--- src/hw/rtl/pri_pkg.sv ---
// ----------------------------------------------------------------------------
// pri_pkg - shared types and constants
// Field widths, classification thresholds and the request that passes from
// the front end to the back end through the queue.
// ----------------------------------------------------------------------------
package pri_pkg;

    // configuration register indexes
    localparam logic [1:0] CFG_SCREEN_WIDTH  = 2'd0;
    localparam logic [1:0] CFG_SCREEN_HEIGHT = 2'd1;
    localparam logic [1:0] CFG_TIME_STEP     = 2'd2;

    localparam logic [12:0] SCREEN_WIDTH_RST  = 13'd800;
    localparam logic [12:0] SCREEN_HEIGHT_RST = 13'd600;
    localparam logic [15:0] TIME_STEP_RST     = 16'd0;

    // 121*(A^2+B^2) thresholds for cutoff (s >= 4) and clamp (s < 2.5)
    localparam logic [51:0] CUTOFF_T = 52'(102400) << 32;
    localparam logic [51:0] CLAMP_T  = 52'(40000) << 32;

    // (4/2.5)^2 in Q30, used below the clamp distance
    localparam logic [31:0] CLAMPED_R = 32'd2748779069;

    // 25 * 2^54, numerator of (4/s)^2
    localparam logic [58:0] R_NUM = 59'(25) << 54;

    // classified request handed from front to back
    typedef struct packed {
        logic        far;     // out of range
        logic        clamp;   // distance below the clamp
        logic        coinc;   // coincident particles
        logic        neg_x;
        logic        neg_y;
        logic [15:0] mag_x;
        logic [15:0] mag_y;
        logic [28:0] dvs;     // floor(T / 2^20)
        logic [32:0] sqsum;   // dx^2 + dy^2
    } pair_req_t;

    typedef struct packed {
        logic      valid;
        pair_req_t data;
    } queue_head_t;

endpackage

--- src/hw/rtl/pri_if.sv ---
// ----------------------------------------------------------------------------
// pri_if - request channels
// Valid/ready channels for particle pairs in and impulses out.
// ----------------------------------------------------------------------------
interface pri_pair_if;
    logic               valid;
    logic               ready;
    logic signed [15:0] first_x;
    logic signed [15:0] first_y;
    logic signed [15:0] second_x;
    logic signed [15:0] second_y;

    modport source (output valid, first_x, first_y, second_x, second_y, input ready);
    modport sink   (input valid, first_x, first_y, second_x, second_y, output ready);
endinterface


--- src/hw/rtl/pri_front.sv ---
// ----------------------------------------------------------------------------
// pri_front - pair intake and classification
// Four stages: differences, pixel scaling, squares, distance measure; the
// result is classified and pushed into the queue.
// ----------------------------------------------------------------------------
module pri_front
    import pri_pkg::*;
(
    input  logic            clk,
    input  logic            rst_n,
    pri_pair_if.sink        pair,
    input  logic [12:0]     screen_width,
    input  logic [12:0]     screen_height,
    input  logic            queue_full,
    output logic            push,
    output pair_req_t       push_data
);

    logic        fe;

    logic        v1_reg, v2_reg, v3_reg, v4_reg;
    logic [15:0] mx1_reg, my1_reg, mx2_reg, my2_reg, mx3_reg, my3_reg, mx4_reg, my4_reg;
    logic        nx1_reg, ny1_reg, nx2_reg, ny2_reg, nx3_reg, ny3_reg, nx4_reg, ny4_reg;
    logic [28:0] a2_reg, b2_reg;
    logic [31:0] mxx2_reg, myy2_reg;
    logic        far3_reg, far4_reg;
    logic [43:0] aa3_reg, bb3_reg;
    logic [32:0] sq3_reg, sq4_reg;
    logic [51:0] t4_reg;

    logic signed [16:0] dx, dy;
    logic [16:0]        adx, ady;
    logic [44:0]        ab_sum;

    // the front moves whenever its last stage can leave
    assign fe         = !v4_reg || !queue_full;
    assign pair.ready = fe;
    assign push       = v4_reg && !queue_full;

    assign dx  = {pair.second_x[15], pair.second_x} - {pair.first_x[15], pair.first_x};
    assign dy  = {pair.second_y[15], pair.second_y} - {pair.first_y[15], pair.first_y};
    assign adx = dx[16] ? 17'(-dx) : 17'(dx);
    assign ady = dy[16] ? 17'(-dy) : 17'(dy);

    assign ab_sum = {1'b0, aa3_reg} + {1'b0, bb3_reg};

    always_ff @(posedge clk or negedge rst_n)
    begin
        if (!rst_n)
        begin
            v1_reg <= 1'b0;
            v2_reg <= 1'b0;
            v3_reg <= 1'b0;
            v4_reg <= 1'b0;
        end
        else if (fe)
        begin
            v1_reg <= pair.valid;
            v2_reg <= v1_reg;
            v3_reg <= v2_reg;
            v4_reg <= v3_reg;
        end
    end

    always_ff @(posedge clk)
    begin
        if (fe)
        begin
            // differences
            mx1_reg  <= adx[15:0];
            my1_reg  <= ady[15:0];
            nx1_reg  <= dx[16];
            ny1_reg  <= dy[16];
            // pixel scaling and length squares
            a2_reg   <= 29'(mx1_reg) * 29'(screen_width);
            b2_reg   <= 29'(my1_reg) * 29'(screen_height);
            mxx2_reg <= 32'(mx1_reg) * 32'(mx1_reg);
            myy2_reg <= 32'(my1_reg) * 32'(my1_reg);
            mx2_reg  <= mx1_reg;
            my2_reg  <= my1_reg;
            nx2_reg  <= nx1_reg;
            ny2_reg  <= ny1_reg;
            // pixel squares
            far3_reg <= (a2_reg[28:22] != '0) || (b2_reg[28:22] != '0);
            aa3_reg  <= 44'(a2_reg[21:0]) * 44'(a2_reg[21:0]);
            bb3_reg  <= 44'(b2_reg[21:0]) * 44'(b2_reg[21:0]);
            sq3_reg  <= {1'b0, mxx2_reg} + {1'b0, myy2_reg};
            mx3_reg  <= mx2_reg;
            my3_reg  <= my2_reg;
            nx3_reg  <= nx2_reg;
            ny3_reg  <= ny2_reg;
            // scaled distance measure
            t4_reg   <= 52'(ab_sum) * 52'd121;
            far4_reg <= far3_reg;
            sq4_reg  <= sq3_reg;
            mx4_reg  <= mx3_reg;
            my4_reg  <= my3_reg;
            nx4_reg  <= nx3_reg;
            ny4_reg  <= ny3_reg;
        end
    end

    // classification
    always_comb
    begin
        push_data.far   = far4_reg || (t4_reg >= CUTOFF_T);
        push_data.clamp = t4_reg < CLAMP_T;
        push_data.coinc = (mx4_reg == '0) && (my4_reg == '0);
        push_data.neg_x = nx4_reg;
        push_data.neg_y = ny4_reg;
        push_data.mag_x = mx4_reg;
        push_data.mag_y = my4_reg;
        push_data.dvs   = t4_reg[48:20];
        push_data.sqsum = sq4_reg;
    end

endmodule

--- src/flat_wrapper.sv ---
// flat-port wrapper written by rule: the top's interface ports become plain ports
module pri_front_flat import pri_pkg::*;
  (clk, rst_n, screen_width, screen_height, queue_full, push, push_data, pair_valid, pair_first_x, pair_first_y, pair_second_x, pair_second_y, pair_ready);
  pri_pair_if pair_i ();
  input  logic clk;
  input  logic rst_n;
  input  logic [12:0] screen_width;
  input  logic [12:0] screen_height;
  input  logic queue_full;
  output logic push;
  output pair_req_t push_data;
  input wire logic [$bits(pair_i.valid)-1:0] pair_valid;
  input wire logic [$bits(pair_i.first_x)-1:0] pair_first_x;
  input wire logic [$bits(pair_i.first_y)-1:0] pair_first_y;
  input wire logic [$bits(pair_i.second_x)-1:0] pair_second_x;
  input wire logic [$bits(pair_i.second_y)-1:0] pair_second_y;
  output wire logic [$bits(pair_i.ready)-1:0] pair_ready;
  assign pair_i.valid = pair_valid;
  assign pair_i.first_x = pair_first_x;
  assign pair_i.first_y = pair_first_y;
  assign pair_i.second_x = pair_second_x;
  assign pair_i.second_y = pair_second_y;
  assign pair_ready = pair_i.ready;
  pri_front u_core (.clk(clk), .rst_n(rst_n), .pair(pair_i), .screen_width(screen_width), .screen_height(screen_height), .queue_full(queue_full), .push(push), .push_data(push_data));
endmodule
--- config.mk ---
export PLATFORM = sky130hd
export DESIGN_NAME = pri_front_flat
export DESIGN_NICKNAME = d
export VERILOG_FILES = /design/src/hw/rtl/pri_pkg.sv /design/src/hw/rtl/pri_if.sv /design/src/hw/rtl/pri_front.sv /design/src/flat_wrapper.sv
export SDC_FILE = /design/constraint.sdc
export NUM_CORES = 2
export LEC_CHECK = 0
export BUFFER_PORTS_ARGS = -buffer_cell sky130_fd_sc_hd__buf_2
export CORE_MARGIN = 2
export CORE_UTILIZATION = 66
export DETAILED_ROUTE_END_ITERATION = 12
export GPL_ROUTABILITY_DRIVEN = 0
export PLACE_DENSITY = 0.83
export SLEW_MARGIN = 20
export SYNTH_ARGS = -nofsm -noshare
export SYNTH_HDL_FRONTEND = slang
export SYNTH_SLANG_ARGS = --single-unit
--- constraint.sdc ---
create_clock -name clk -period 14.5 [get_ports clk]
set_clock_uncertainty 0.05 [all_clocks]
set_input_delay 2.175 -clock clk [delete_from_list [all_inputs] [get_ports clk]]
set_output_delay 2.175 -clock clk [all_outputs]
set_load 0.1 [all_outputs]
After elaboration in Yosys (flattened, before gate mapping). Cells that the tools add are included.

Bits in registers: 470. Output and inout bits: 101. Word-level logic and storage cells: 59. Input port bits: 94.

$add $sub $neg: 6. $lt $le $gt $ge: 2. Multiply operators: 7. Reduce and logical (&&, ||, !) cells: 11. Mux-type cells: 2.

Operators by type and width (count): 22-bit by 22-bit multiplier with 44-bit output (2); 16-bit by 16-bit multiplier with 32-bit output (2); 16-bit by 13-bit multiplier with 29-bit output (2); 52-bit by 49-bit >= comparator with 1-bit output (second input constant) (1); 52-bit by 48-bit < comparator with 1-bit output (second input constant) (1); 45-bit by 7-bit multiplier with 52-bit output (second input constant) (1); 44-bit by 44-bit adder with 45-bit output (1); 16-bit by 16-bit subtractor with 17-bit output (2); 32-bit by 32-bit adder with 33-bit output (1); 16-bit zero test (2); 16-bit two-way mux (2); 16-bit negator (2); 7-bit nonzero test (2); 1-bit logical OR (3); 1-bit logical AND (2); 1-bit zero test (2).

Longest topological paths before layout.
Word-level depth: 3. Mapped depth: 32. Depth with buffers taken out: 30.

Least setup slack after synthesis. No wires, ideal clock.

Path type: input-to-output. Start: input port queue_full. End: output port pair_ready. Path slack: 175 ps. Buffers on the path: 0. Required time: 12275 ps. Arrival time: 12100 ps. Cell stages on the path: 1. Cells stage by stage: nand2_1.

Longest elaborated chain between the ends: 2.

Ends and longest elaborated chain: start, declared (line flat_wrapper.sv:9) `input logic queue_full;`; 1-bit zero test (line pri_front.sv:36) `assign fe = !v4_reg || !queue_full;`; 1-bit logical OR (line pri_front.sv:36); end, declared (line flat_wrapper.sv:17) `output wire logic [$bits(pair_i.ready)-1:0] pair_ready;`.

No other way between the ends.

Final worst setup path.
Start: register u_core.b2_reg[6]. End: register u_core.bb3_reg[36], data pin.

Longest elaborated chain between the ends: 1.

Ends and longest elaborated chain: start, declared (line pri_front.sv:24) `logic [28:0] a2_reg, b2_reg;`; start signal, assigned (line pri_front.sv:76) `b2_reg <= 29'(my1_reg) * 29'(screen_height);`; 22-bit by 22-bit multiplier with 44-bit output (line pri_front.sv:86) `bb3_reg <= 44'(b2_reg[21:0]) * 44'(b2_reg[21:0]);`; end signal, assigned (line pri_front.sv:86); end, declared (line pri_front.sv:27) `logic [43:0] aa3_reg, bb3_reg;`.

No other way between the ends. A chain may end at the register's enable or synchronous reset.

==> results.json <==
{
  "maxSlewViolCount": 0,
  "coreArea_um2": 120000,
  "ys.flop_type": "edfxtp_1",
  "finalSetupViolCount": 0,
  "die_x_um": 352,
  "ys_seq_area_share_pct": 16.7,
  "grt_pass1_wl_mm": 299,
  "cts.clk_slew.worst_paths_ns": 0.07,
  "synth_cell_types": 84,
  "final_cell_mix": "1957 x inv_1, 1420 x fa_1, 899 x ha_1",
  "grt_use_total_pct": 30.2,
  "dp_slack_ns": 6.08,
  "grt_max_degree": 90,
  "grt_pass1_vias": 61600,
  "fmaxAchievable_mhz": 115,
  "netlist_area_um2": 79900,
  "via_count": 55900,
  "hold_violations": 0,
  "max_cap_violations": 0,
  "cts_inserted_buffers": 53,
  "rsz0062_at_grt": "false",
  "worst_slew_pin_slew_ns": 1.16,
  "cp-end-kind": "register",
  "startpoint_type": "register",
  "io_buffers": 194,
  "syn_nets": 10500,
  "wire_per_inst_um": 18.1,
  "post-cts-setup-buffer-count": 0,
  "relSlewSlack_pct": 22.7,
  "synthCells": 8131,
  "core.rowCount": 127,
  "hold_buffers": 0,
  "finalSetupTns_ns": 0,
  "crit_required_ns": 14.85,
  "worstPathArrival_ns": 9.06,
  "synthArstFlopShare_pct": 0.901,
  "drcViolationCount": 0,
  "crit_path_max_fanout": 18,
  "post-route-period-util_pct": 60.1,
  "worst_slack_ns": 5.79,
  "r2r_setup_slack_ns": 5.79,
  "fillCellCount": 8461,
  "status": "complete, no violations",
  "drt-initial-drc-count": 3694,
  "clk_latency_ns": 0.70,
  "h-tree-depth": 2,
  "die_y_um": 352,
  "avgSynthCellArea_um2": 9.82,
  "dp_hpwl_mm": 141,
  "vias_per_cell": 5.69,
  "overflow": 0,
  "synth_edf_count": 440,
  "ios": 195,
  "ctsResizeCount": 0,
  "antenna_cells": 0,
  "layout.nets": 10600,
  "hold_class": "reg -> reg",
  "final_common_cell": "inv_1",
  "die_area_um2": 124000,
  "finalCriticalPeriod_ns": 8.71,
  "antenna_found_initial": 5,
  "yosysWarnings": 0,
  "ys_ff_latch": 444,
  "multi_input_area_um2": 58100,
  "root_buffer": "clkbuf_16",
  "wirelength_mm": 178,
  "start_util_pct": 66.6,
  "post_route_cells_drive_above_1_share_pct": 4.77,
  "seqCellArea_um2": 13300,
  "areaGrowthSynthToFinish_pct": 5.18,
  "critPathKind": "reg -> reg",
  "cts_tree": "yes",
  "cts_num_sinks": 444,
  "first_pass_iters": 8,
  "antenna_left": 0,
  "clockBufferDepth": 3
}
## layer usage
layer / wire [um] / track usage, % / part of all wire [%]
met5: 48 / 0 / 0.027
met4: 8040 / 13.1 / 4.5
met3: 15000 / 5.85 / 8.4
met2: 88000 / 52.3 / 50
met1: 66700 / 36.9 / 38
## synthesized netlist by cell type, types with 30 or more instances
master	n	area share [%]
nand2_1	754	3.5
a31oi_1	30	0.23
nand3_1	75	0.47
clkbuf_1	228	1.1
fa_1	1420	36
xor2_1	134	1.5
nor2b_1	67	0.52
o21ai_0	150	0.94
a211oi_1	34	0.32
edfxtp_1	440	17
xnor2_1	254	2.8
buf_4	31	0.29
nand2b_1	42	0.33
and2_1	457	3.6
a21o_1	172	1.6
and3_1	43	0.34
ha_1	899	14
inv_1	1957	9.2
o21a_1	45	0.42
o21bai_1	39	0.37
nor3_1	59	0.37
nor2_1	256	1.2
a21oi_1	257	1.6
## path summary, 6_finish.rpt
check	cells after the start	end	start
max in group asynchronous	1	u_core.v4_reg	rst_n
worst max register to register	24	u_core.bb3_reg[36]	u_core.b2_reg[6]
min in group asynchronous	1	u_core.v3_reg	rst_n
worst min register to register	0	u_core.my3_reg[10]	u_core.my2_reg[10]
worst max-delay path	24	u_core.bb3_reg[36]	u_core.b2_reg[6]
worst min-delay path	0	u_core.my3_reg[10]	u_core.my2_reg[10]
## worst max-delay path, cell delays in order, from the launching register on
cell and delay [ns]:
edfxtp_1 0.86, inv_1 0.34, nor2_1 0.32, inv_1 0.11, fa_1 0.54, inv_1 0.05, fa_1 0.49, inv_1 0.05
fa_1 0.47, inv_1 0.05, fa_1 0.48, fa_1 0.56, fa_1 0.43, fa_1 0.46, ha_1 0.37, nand2_1 0.11
nand4_1 0.13, a2111oi_0 0.50, nor3_1 0.14, o21ai_0 0.42, o21ai_0 0.33, a2111oi_0 0.75, o21bai_1 0.11, a21oi_1 0.22
xnor2_1 0.08
## logic make-up (layout without fill, tap and decap cells)
| family | count (synthesis) | after routing | share of synthesized area [%] |
|---|---|---|---|
| simple gates | 1850 | 1850 | 11.2 |
| mux | 15 | 15 | 0.201 |
| fa+ha+maj | 2326 | 2326 | 49.8 |
| xor+xnor | 391 | 391 | 4.32 |
| buf+inv | 2219 | 2307 | 10.6 |
| flops | 444 | 444 | 16.7 |
| compound gates | 886 | 886 | 7.28 |
## per-stage QoR
stage | util, % | std cells | instance area [um2] | hold WS (ns)
2_1_floorplan | - | 8131 | 79900 | 0.350
3_3_place_gp | 68.5 | 9731 | 82200 | 0.351
3_5_place_dp | 68.5 | 9731 | 82200 | 0.355
4_1_cts | 70.0 | 9830 | 84000 | 0.368
5_1_grt | 70.0 | 9831 | 84000 | 0.374
6_report | 70.0 | 9831 | 84000 | 0.359
## cell type report
class / count / area share [%]
Timing Repair Buffer: 248 / 1.65
Clock inverter: 42 / 0.545
Clock buffer: 57 / 1.60
Tap cell: 1612 / 2.40
Sequential cell: 444 / 15.8
Inverter: 1960 / 8.76
Multi-Input combinational cell: 5468 / 69.2
Power is left out: the tool's default activity adds up to more than one toggle a clock period on the data nets, which glitch-free logic cannot reach.
