## src/hw/rtl/pri_pkg.sv

```systemverilog
// ----------------------------------------------------------------------------
// pri_pkg - shared types and constants
// Field widths, classification thresholds and the request that passes from
// the front end to the back end through the queue.
// ----------------------------------------------------------------------------
package pri_pkg;

    // configuration register indexes
    localparam logic [1:0] CFG_SCREEN_WIDTH  = 2'd0;
    localparam logic [1:0] CFG_SCREEN_HEIGHT = 2'd1;
    localparam logic [1:0] CFG_TIME_STEP     = 2'd2;

    localparam logic [12:0] SCREEN_WIDTH_RST  = 13'd800;
    localparam logic [12:0] SCREEN_HEIGHT_RST = 13'd600;
    localparam logic [15:0] TIME_STEP_RST     = 16'd0;

    // 121*(A^2+B^2) thresholds for cutoff (s >= 4) and clamp (s < 2.5)
    localparam logic [51:0] CUTOFF_T = 52'(102400) << 32;
    localparam logic [51:0] CLAMP_T  = 52'(40000) << 32;

    // (4/2.5)^2 in Q30, used below the clamp distance
    localparam logic [31:0] CLAMPED_R = 32'd2748779069;

    // 25 * 2^54, numerator of (4/s)^2
    localparam logic [58:0] R_NUM = 59'(25) << 54;

    // classified request handed from front to back
    typedef struct packed {
        logic        far;     // out of range
        logic        clamp;   // distance below the clamp
        logic        coinc;   // coincident particles
        logic        neg_x;
        logic        neg_y;
        logic [15:0] mag_x;
        logic [15:0] mag_y;
        logic [28:0] dvs;     // floor(T / 2^20)
        logic [32:0] sqsum;   // dx^2 + dy^2
    } pair_req_t;

    typedef struct packed {
        logic      valid;
        pair_req_t data;
    } queue_head_t;

endpackage

```

## src/hw/rtl/pri_queue.sv

```systemverilog
// ----------------------------------------------------------------------------
// pri_queue - request queue between front and back
// Four-entry queue; head is shown with its valid flag.
// ----------------------------------------------------------------------------
module pri_queue
    import pri_pkg::*;
(
    input  logic        clk,
    input  logic        rst_n,
    input  logic        push,
    input  pair_req_t   push_data,
    input  logic        pop,
    output logic        full,
    output queue_head_t head
);

    pair_req_t   mem [0:3];
    logic [1:0]  wr_ptr_reg, rd_ptr_reg;
    logic [2:0]  count_reg;

    assign full       = count_reg[2];
    assign head.valid = count_reg != '0;
    assign head.data  = mem[rd_ptr_reg];

    always_ff @(posedge clk or negedge rst_n)
    begin
        if (!rst_n)
        begin
            wr_ptr_reg <= '0;
            rd_ptr_reg <= '0;
            count_reg  <= '0;
        end
        else
        begin
            if (push)
                wr_ptr_reg <= wr_ptr_reg + 2'd1;
            if (pop)
                rd_ptr_reg <= rd_ptr_reg + 2'd1;
            case ({push, pop})
                2'b10:   count_reg <= count_reg + 3'd1;
                2'b01:   count_reg <= count_reg - 3'd1;
                default: count_reg <= count_reg;
            endcase
        end
    end

    always_ff @(posedge clk)
    begin
        if (push)
            mem[wr_ptr_reg] <= push_data;
    end

endmodule

```

## config.mk

```make
export PLATFORM = sky130hd
export DESIGN_NAME = pri_queue
export DESIGN_NICKNAME = d
export VERILOG_FILES = /design/src/hw/rtl/pri_pkg.sv /design/src/hw/rtl/pri_queue.sv
export SDC_FILE = /design/constraint.sdc
export NUM_CORES = 1
export LEC_CHECK = 0
export BUFFER_PORTS_ARGS = -buffer_cell sky130_fd_sc_hd__clkbuf_2
export CORE_UTILIZATION = 57
export CTS_CLUSTER_SIZE = 14
export DETAILED_ROUTE_END_ITERATION = 8
export PLACE_DENSITY = 0.79
export SLEW_MARGIN = 25
export SYNTH_ARGS = -nofsm -noshare
export SYNTH_HDL_FRONTEND = slang
export SYNTH_SLANG_ARGS = --single-unit
```

## constraint.sdc

```tcl
create_clock -name clk -period 3.8 [get_ports clk]
set_input_delay 0.57 -clock clk [delete_from_list [all_inputs] [get_ports clk]]
set_output_delay 0.57 -clock clk [all_outputs]
set_load 0.01 [all_outputs]
```

* Word level (Yosys, flattened, before mapping)
Memory sizes are Yosys's and may differ from the RTL's.
Cells that the tools add are included.
** Cells by class
- $add $sub $neg :: 4
- Equal/unequal tests :: 2
- Muxes and demuxes :: 3
- Reductions and logical operators :: 2
** Operators by type and width (number)
- 3-bit one-hot mux with 2 select lines :: 1
- 2-bit by 1-bit adder with 2-bit output (second input constant) :: 2
- 3-bit by 1-bit adder with 3-bit output (second input constant) :: 1
- 3-bit nonzero test :: 1
- 3-bit by 1-bit subtractor with 3-bit output (second input constant) :: 1
- 2-bit by 1-bit == test with 1-bit output (second input constant) :: 1
- 2-bit == test (second input constant) :: 1
- 1-bit 2-to-1 mux :: 2
- 2-bit nonzero test :: 1
** Word-level totals
- Register bits :: 7
- Memory bits (writable) :: 396
- Output and inout bits :: 101
- Logic and storage cells :: 15
- Memories kept :: 1
** Memories
- mem :: words 4, bits a word 99, rd ports 1, clocked after Yosys merged registers in 0, write ports 1, line pri_queue.sv:17 : pair_req_t mem [0:3];

* Longest topological paths before layout
Gate-level depths: netlist of the first run.
- Depth after elaboration :: 2
- Mapped depth :: 7
- Mapped depth without buffers :: 7

* Worst setup path before layout of the first run
OpenSTA, ideal clock, no wires.
- Path kind :: register to register
- Start point :: register wr_ptr_reg[0]
- End point :: memory mem[0][0] in the netlist's numbering, enable pin
- Arrival time :: 2.909 ns
- Required time :: 3.331 ns
- Slack :: 0.422 ns
- Cell stages (with the launch flop) :: 4
- Clock period less this slack :: 3.378 ns
- Path through :: dfrtp_1 -> inv_1 -> ha_1 -> and2_1
** RTL lines
- from (decl) :: line pri_queue.sv:18 : logic [1:0] wr_ptr_reg, rd_ptr_reg;
- from (signal assigned) :: line pri_queue.sv:36 : wr_ptr_reg <= wr_ptr_reg + 2'd1;
- to (decl) :: line pri_queue.sv:17
Straight into the memory's write port.

==> results.py, run 1 <==
metrics = {
    "clock_network": {
        "clkSinkCount": 403,
        "h-tree-depth": 2,
        "holdBufCountCts": 1,
        "cts_buffers": 40,
        "clk_pin_slew_worst_paths_ps": 60,
        "cts_tree": "built",
        "clk_latency_ps": 510,
        "clockBufferDepth": 3,
        "clock-root-buffer": "clkbuf_16",
        "cts_resized": 0,
        "post-cts-setup-buffers": 0,
    },
    "floorplan": {
        "die_y_microns": 163,
        "rows": 58,
        "ioPinCount": 204,
        "die_area_sq_um": 26400,
        "start_util_pct": 58.2,
        "chipWidth_microns": 163,
        "core_region_area_sq_um": 25300,
    },
    "worst_setup_path": {
        "rr_endpoint": "mem[1][13]",
        "crit_type": "flop to output port",
        "reg2reg_slack_ps": 1720,
        "reg2reg_from": "wr_ptr_reg[1]",
        "arrival_ps": 2490,
        "worstPathRequired_ps": 3230,
        "setup.worst_path.end_class": "output port",
        "path_max_fanout": 40,
        "start_kind": "flop",
        "reg2reg_depth": 4,
    },
    "final_layout": {
        "antenna_cells": 0,
        "final_cell_area_sq_um": 17200,
        "regArea_sq_um": 12100,
        "area_growth_pct": 17.4,
        "final_common_cell": "edfxtp_1",
        "nets": 892,
        "fillers": 1584,
        "drive_above_1_share_pct": 44.9,
        "largest_reg_flops": 396,
        "multiInputGateArea_sq_um": 2430,
        "final_cell_mix": "396 x edfxtp_1, 203 x clkbuf_2, 99 x mux4_2",
    },
    "global_routing": {
        "grt_max_degree": 64,
        "grt_pass1_wl_mm": 39.3,
        "track_usage_pct": 20.2,
        "grt_overflow": 0,
        "grt_pass1_vias": 7022,
        "antenna_found_initial": 1,
    },
    "hold_path": {
        "hold_depth": 2,
        "holdCritPathClass": "input pin to flop",
        "hold-path-endpoint": "rd_ptr_reg[0]",
        "min_from": "pop",
    },
    "outcome": {
        "status": "finished clean",
    },
    "power_and_ir_drop": {
        "p_switching_w": 0.00375,
        "power.share.switching_pct": 28.3,
        "max-vdd-ir-drop_mv": 0.613,
        "leakage_nw": 5.94,
        "clockPowerShare_pct": 26.0,
        "intPower_w": 0.00951,
        "comb_power_share_pct": 27.2,
        "p_per_area_nw_per_um2": 769,
        "seq_power_share_pct": 46.8,
    },
    "timing": {
        "rsz0062_at_grt": "no",
        "setup_ws_ps": 743,
        "final_hold_viol_count": 0,
        "finalCritPeriodShare_pct": 80.5,
        "maxSlewHeadroom_pct": 46.6,
        "max_freq_ghz": 0.327,
        "fin_crit_ps": 3060,
        "skew_ps": 8.49,
        "drv_slew": 0,
        "setup-tns-final_ps": 0,
        "worstMarginPinSlew_ps": 802,
        "final-setup-viol-count": 0,
    },
    "job": {
        "maxCapViolations": 0,
    },
    "logic_synthesis": {
        "ys_types": 18,
        "ys.warnings.count": 0,
        "synthesis.nets": 661,
        "netlist_instances": 552,
        "syn_area_sq_um": 14700,
        "synth_area_leaders": "edfxtp_1 81%, mux4_2 15%, dfrtp_1 1.2%",
        "synth_seq_cells": 403,
        "synth_top_area_share_pct": 81.0,
        "yosysSeqAreaShare_pct": 82.2,
        "syn_area_per_cell_sq_um": 26.6,
        "synth.largest_area_cell": "edfxtp_1",
    },
    "placement": {
        "place_hpwl_mm": 15.7,
        "io_buffers": 203,
        "dpl_cell_area_sq_um": 16100,
        "gp_congestion": 0.718,
        "dp_slack_ps": 1230,
    },
    "drt": {
        "drc_errors": 0,
        "postRouteAntennaNets": 0,
        "via_per_inst": 5.73,
        "vias": 6524,
        "wl_per_cell_microns": 22.8,
        "drtIter0Drc": 502,
        "wirelength_mm": 25.9,
        "first_pass_iters": 4,
    },
}
final cells by class:
class | count | area share (%)
inverter | 6 | 0.131
clock inverter | 14 | 0.377
sequential | 403 | 70.0
clock buffer | 53 | 6.21
multi-input combinational | 121 | 14.1
timing repair buffer | 211 | 6.76
tap | 330 | 2.39
cells by family (layout without fill, tap and decap cells):
| group | count (synthesis) | count (layout) | synth area share (%) |
|---|---|---|---|
| simple gates | 8 | 8 | 0.290 |
| xor+xnor | 6 | 6 | 0.358 |
| compound gates | 1 | 1 | 0.0340 |
| flops | 403 | 403 | 82.2 |
| fa+ha+maj | 6 | 6 | 0.562 |
| buf+inv | 28 | 284 | 1.35 |
| mux | 100 | 100 | 15.2 |
power groups by stage:
stage                     registers (W)  clock network, W  logic [W]
after CTS                       0.00622           0.00352    0.00371
after detailed placement        0.00631                 0    0.00368
final                           0.00620           0.00345    0.00361
after floorplan                 0.00610                 0    0.00258
after global placement          0.00623                 0    0.00361
after global routing            0.00629           0.00368    0.00388
critical path: stages, from the launching register on:
cell	delay (ps)
dfrtp_4	810
buf_12	360
mux4_2	590
clkbuf_2	150
cell usage after synthesis, drive strengths merged:
| master | instances |
|---|---|
| xnor2 | 2 |
| nor2 | 1 |
| dfrtp | 7 |
| and2 | 4 |
| edfxtp | 396 |
| xor2 | 4 |
| fa | 1 |
| inv | 6 |
| clkbuf | 1 |
| or3 | 1 |
| ha | 5 |
| o21ai | 1 |
| mux2i | 1 |
| buf | 21 |
| nand2 | 2 |
| mux4 | 99 |
worst max-delay path by stage:
stage,from,end,slack (ps),cells after the start
2_1_floorplan,wr_ptr_reg[0],mem[0][0],420,3
3_3_place_gp,rd_ptr_reg[0],head[74],1240,3
3_5_place_dp,rd_ptr_reg[0],head[74],1230,3
4_1_cts,rd_ptr_reg[0],head[71],660,3
5_1_grt,rd_ptr_reg[0],head[64],580,3
6_report,rd_ptr_reg[0],head[71],740,3
routing by layer:
layer | part of all wire [%] | GRT usage, % | vias to the layer above
met5 | 0.035 | 0 | -
li1 | - | - | 2842
met1 | 38 | 24.9 | 3424
met3 | 5.7 | 4.05 | 41
met2 | 55 | 35.9 | 215
met4 | 1.9 | 6.65 | 2
through the flow:
| stage | cells | hold slack [ps] | power (W) | util, % |
|---|---|---|---|---|
| floorplan | 552 | 274 | 0.00868 | - |
| global placement | 1070 | 411 | 0.00984 | 63.7 |
| detailed placement | 1070 | 423 | 0.00999 | 63.7 |
| CTS | 1138 | 250 | 0.0135 | 68.3 |
| global route | 1138 | 253 | 0.0138 | 68.3 |
| finish | 1138 | 270 | 0.0133 | 68.3 |
(Power assumes the default switching activity.)
==> run 2, diff against run 1 <==
--- a/config.mk
+++ b/config.mk
@@ -6,10 +6,10 @@
 export NUM_CORES = 1
 export LEC_CHECK = 0
 export BUFFER_PORTS_ARGS = -buffer_cell sky130_fd_sc_hd__clkbuf_2
-export CORE_UTILIZATION = 57
+export CORE_UTILIZATION = 51
 export CTS_CLUSTER_SIZE = 14
 export DETAILED_ROUTE_END_ITERATION = 8
-export PLACE_DENSITY = 0.79
+export PLACE_DENSITY = 0.75
 export SLEW_MARGIN = 25
 export SYNTH_ARGS = -nofsm -noshare
 export SYNTH_HDL_FRONTEND = slang
==> constraint.sdc (replaced) <==
create_clock -name clk -period 2.5 [get_ports clk]
set_input_delay 0.375 -clock clk [delete_from_list [all_inputs] [get_ports clk]]
set_output_delay 0.375 -clock clk [all_outputs]
set_load 0.01 [all_outputs]
==> run 2 against run 1 <==
  * Clock power is 58% higher
  * Global-route usage is 1.5 points lower
  * Register-to-register slack worse by 990 ps
  * Largest cell class unchanged
  * Total power is 56% higher
  * Via count is 0.25% lower
  * Cell area is 1.9% higher
  * Combinational power is 66% higher
  * Sequential power is 49% higher
==> results.py, run 2 (same netlist as run 1, synthesis figures left out) <==
metrics = {
    "timing": {
        "max_freq_ghz": 0.409,
        "rsz0062_at_grt": "yes",
        "fin_crit_ps": 2450,
        "maxSlewHeadroom_pct": 68.2,
        "drv_slew": 0,
        "setup-tns-final_ps": 0,
        "worstMarginPinSlew_ps": 478,
        "skew_ps": 16.2,
        "timing.hold.ws_ps": 80.6,
        "final_hold_viol_count": 0,
        "finalCritPeriodShare_pct": 97.8,
        "setup_ws_ps": 54.1,
        "final-setup-viol-count": 0,
    },
    "final_layout": {
        "drive_above_1_share_pct": 45.6,
        "final_cell_mix": "396 x edfxtp_1, 202 x clkbuf_2, 99 x mux4_2",
        "area_growth_pct": 19.6,
        "final_common_cell": "edfxtp_1",
        "nets": 903,
        "fin_cells": 1199,
        "largest_reg_flops": 396,
        "post-route-util_pct": 62.5,
        "antenna_cells": 0,
    },
    "global_routing": {
        "grt_max_degree": 37,
        "grt_overflow": 0,
        "grt_pass1_wl_mm": 40.0,
        "track_usage_pct": 18.7,
        "antenna_found_initial": 0,
        "grt_pass1_vias": 7037,
    },
    "floorplan": {
        "die_y_microns": 172,
        "start_util_pct": 52.3,
        "core_region_area_sq_um": 28100,
        "ioPinCount": 204,
        "chipWidth_microns": 172,
        "rows": 61,
        "die_area_sq_um": 29500,
    },
    "hold_path": {
        "holdCritPathClass": "input pin to flop",
    },
    "drt": {
        "drtIter0Drc": 461,
        "drc_errors": 0,
        "postRouteAntennaNets": 0,
        "wl_per_cell_microns": 22.4,
        "wirelength_mm": 26.8,
        "first_pass_iters": 4,
        "vias": 6508,
        "via_per_inst": 5.43,
    },
    "worst_setup_path": {
        "start_kind": "flop",
        "arrival_ps": 2070,
        "setup.worst_path.end_class": "output port",
        "reg2reg_slack_ps": 730,
        "worstPathRequired_ps": 2120,
        "path_max_fanout": 27,
        "crit_type": "flop to output port",
    },
    "clock_network": {
        "clk_pin_slew_worst_paths_ps": 60,
        "clockBufferDepth": 3,
        "post-cts-setup-buffers": 0,
        "clk_latency_ps": 510,
        "clkSinkCount": 403,
        "clock-root-buffer": "clkbuf_16",
        "h-tree-depth": 2,
        "cts_buffers": 39,
        "cts_tree": "built",
    },
    "placement": {
        "dp_slack_ps": 520,
        "io_buffers": 203,
        "gp_congestion": 0.742,
        "dp.cells": 1129,
        "place_hpwl_mm": 16.8,
    },
    "power_and_ir_drop": {
        "p_per_area_nw_per_um2": 1180,
        "leakage_nw": 6.06,
        "max-vdd-ir-drop_mv": 0.745,
    },
    "job": {
        "maxCapViolations": 0,
    },
    "outcome": {
        "status": "finished clean",
    },
}
run 2: through the flow:
stage	power (W)	instance area [sq um]
global route	0.0216	17600
detailed placement	0.0154	16300
floorplan	0.0131	14700
finish	0.0207	17600
CTS	0.0210	17600
global placement	0.0153	16300
run 2: power by group:
group	internal [W]	total (W)	switching (W)
Sequential	0.00883	0.00926	0.000424
Clock	0.00318	0.00544	0.00226
Combinational	0.00287	0.00598	0.00311
run 2: critical path, stage by stage (launching register included):
cell and delay, ps:
dfrtp_4 540, buf_16 250, mux4_2 580, clkbuf_2 170
run 2: worst paths after layout:
| path | startpoint | end | depth (start not counted) |
|---|---|---|---|
| max | rd_ptr_reg[0] | head[51] | 3 |
| min | push_data[1] | mem[3][1] | 1 |
| max reg2reg | wr_ptr_reg[0] | mem[2][17] | 4 |
| min reg2reg | count_reg[2] | count_reg[2] | 1 |
| max in group asynchronous | rst_n | rd_ptr_reg[1] | 2 |
| min in group asynchronous | rst_n | count_reg[2] | 2 |
run 2: cell type report:
type                            instances  area (sq um)
Timing Repair Buffer                  223          1380
Inverter                                6          22.5
Multi-Input combinational cell        121          2430
Clock buffer                           49          1060
Fill cell                            1950         10500
Tap cell                              378           473
Sequential cell                       403         12100
Clock inverter                         19           131
run 2: timing repair:
action	in CTS	in global routing
hold endpoints to repair	7	0
hold buffers	1	0
cloned	1	0
pin swaps	0	0
gates resized for setup	1	3
setup endpoints to repair	6	24
run 2: routing by layer:
metal  global-route usage [%]  vias up  part of all wire (%)  wire length (microns)
met5                        0        -                     0                      0
li1                         -     2866                     -                      -
met4                     5.90        0                   2.0                    541
met1                     22.4     3410                    39                  10400
met3                     4.56       40                   5.7                   1530
met2                     33.1      192                    54                  14400
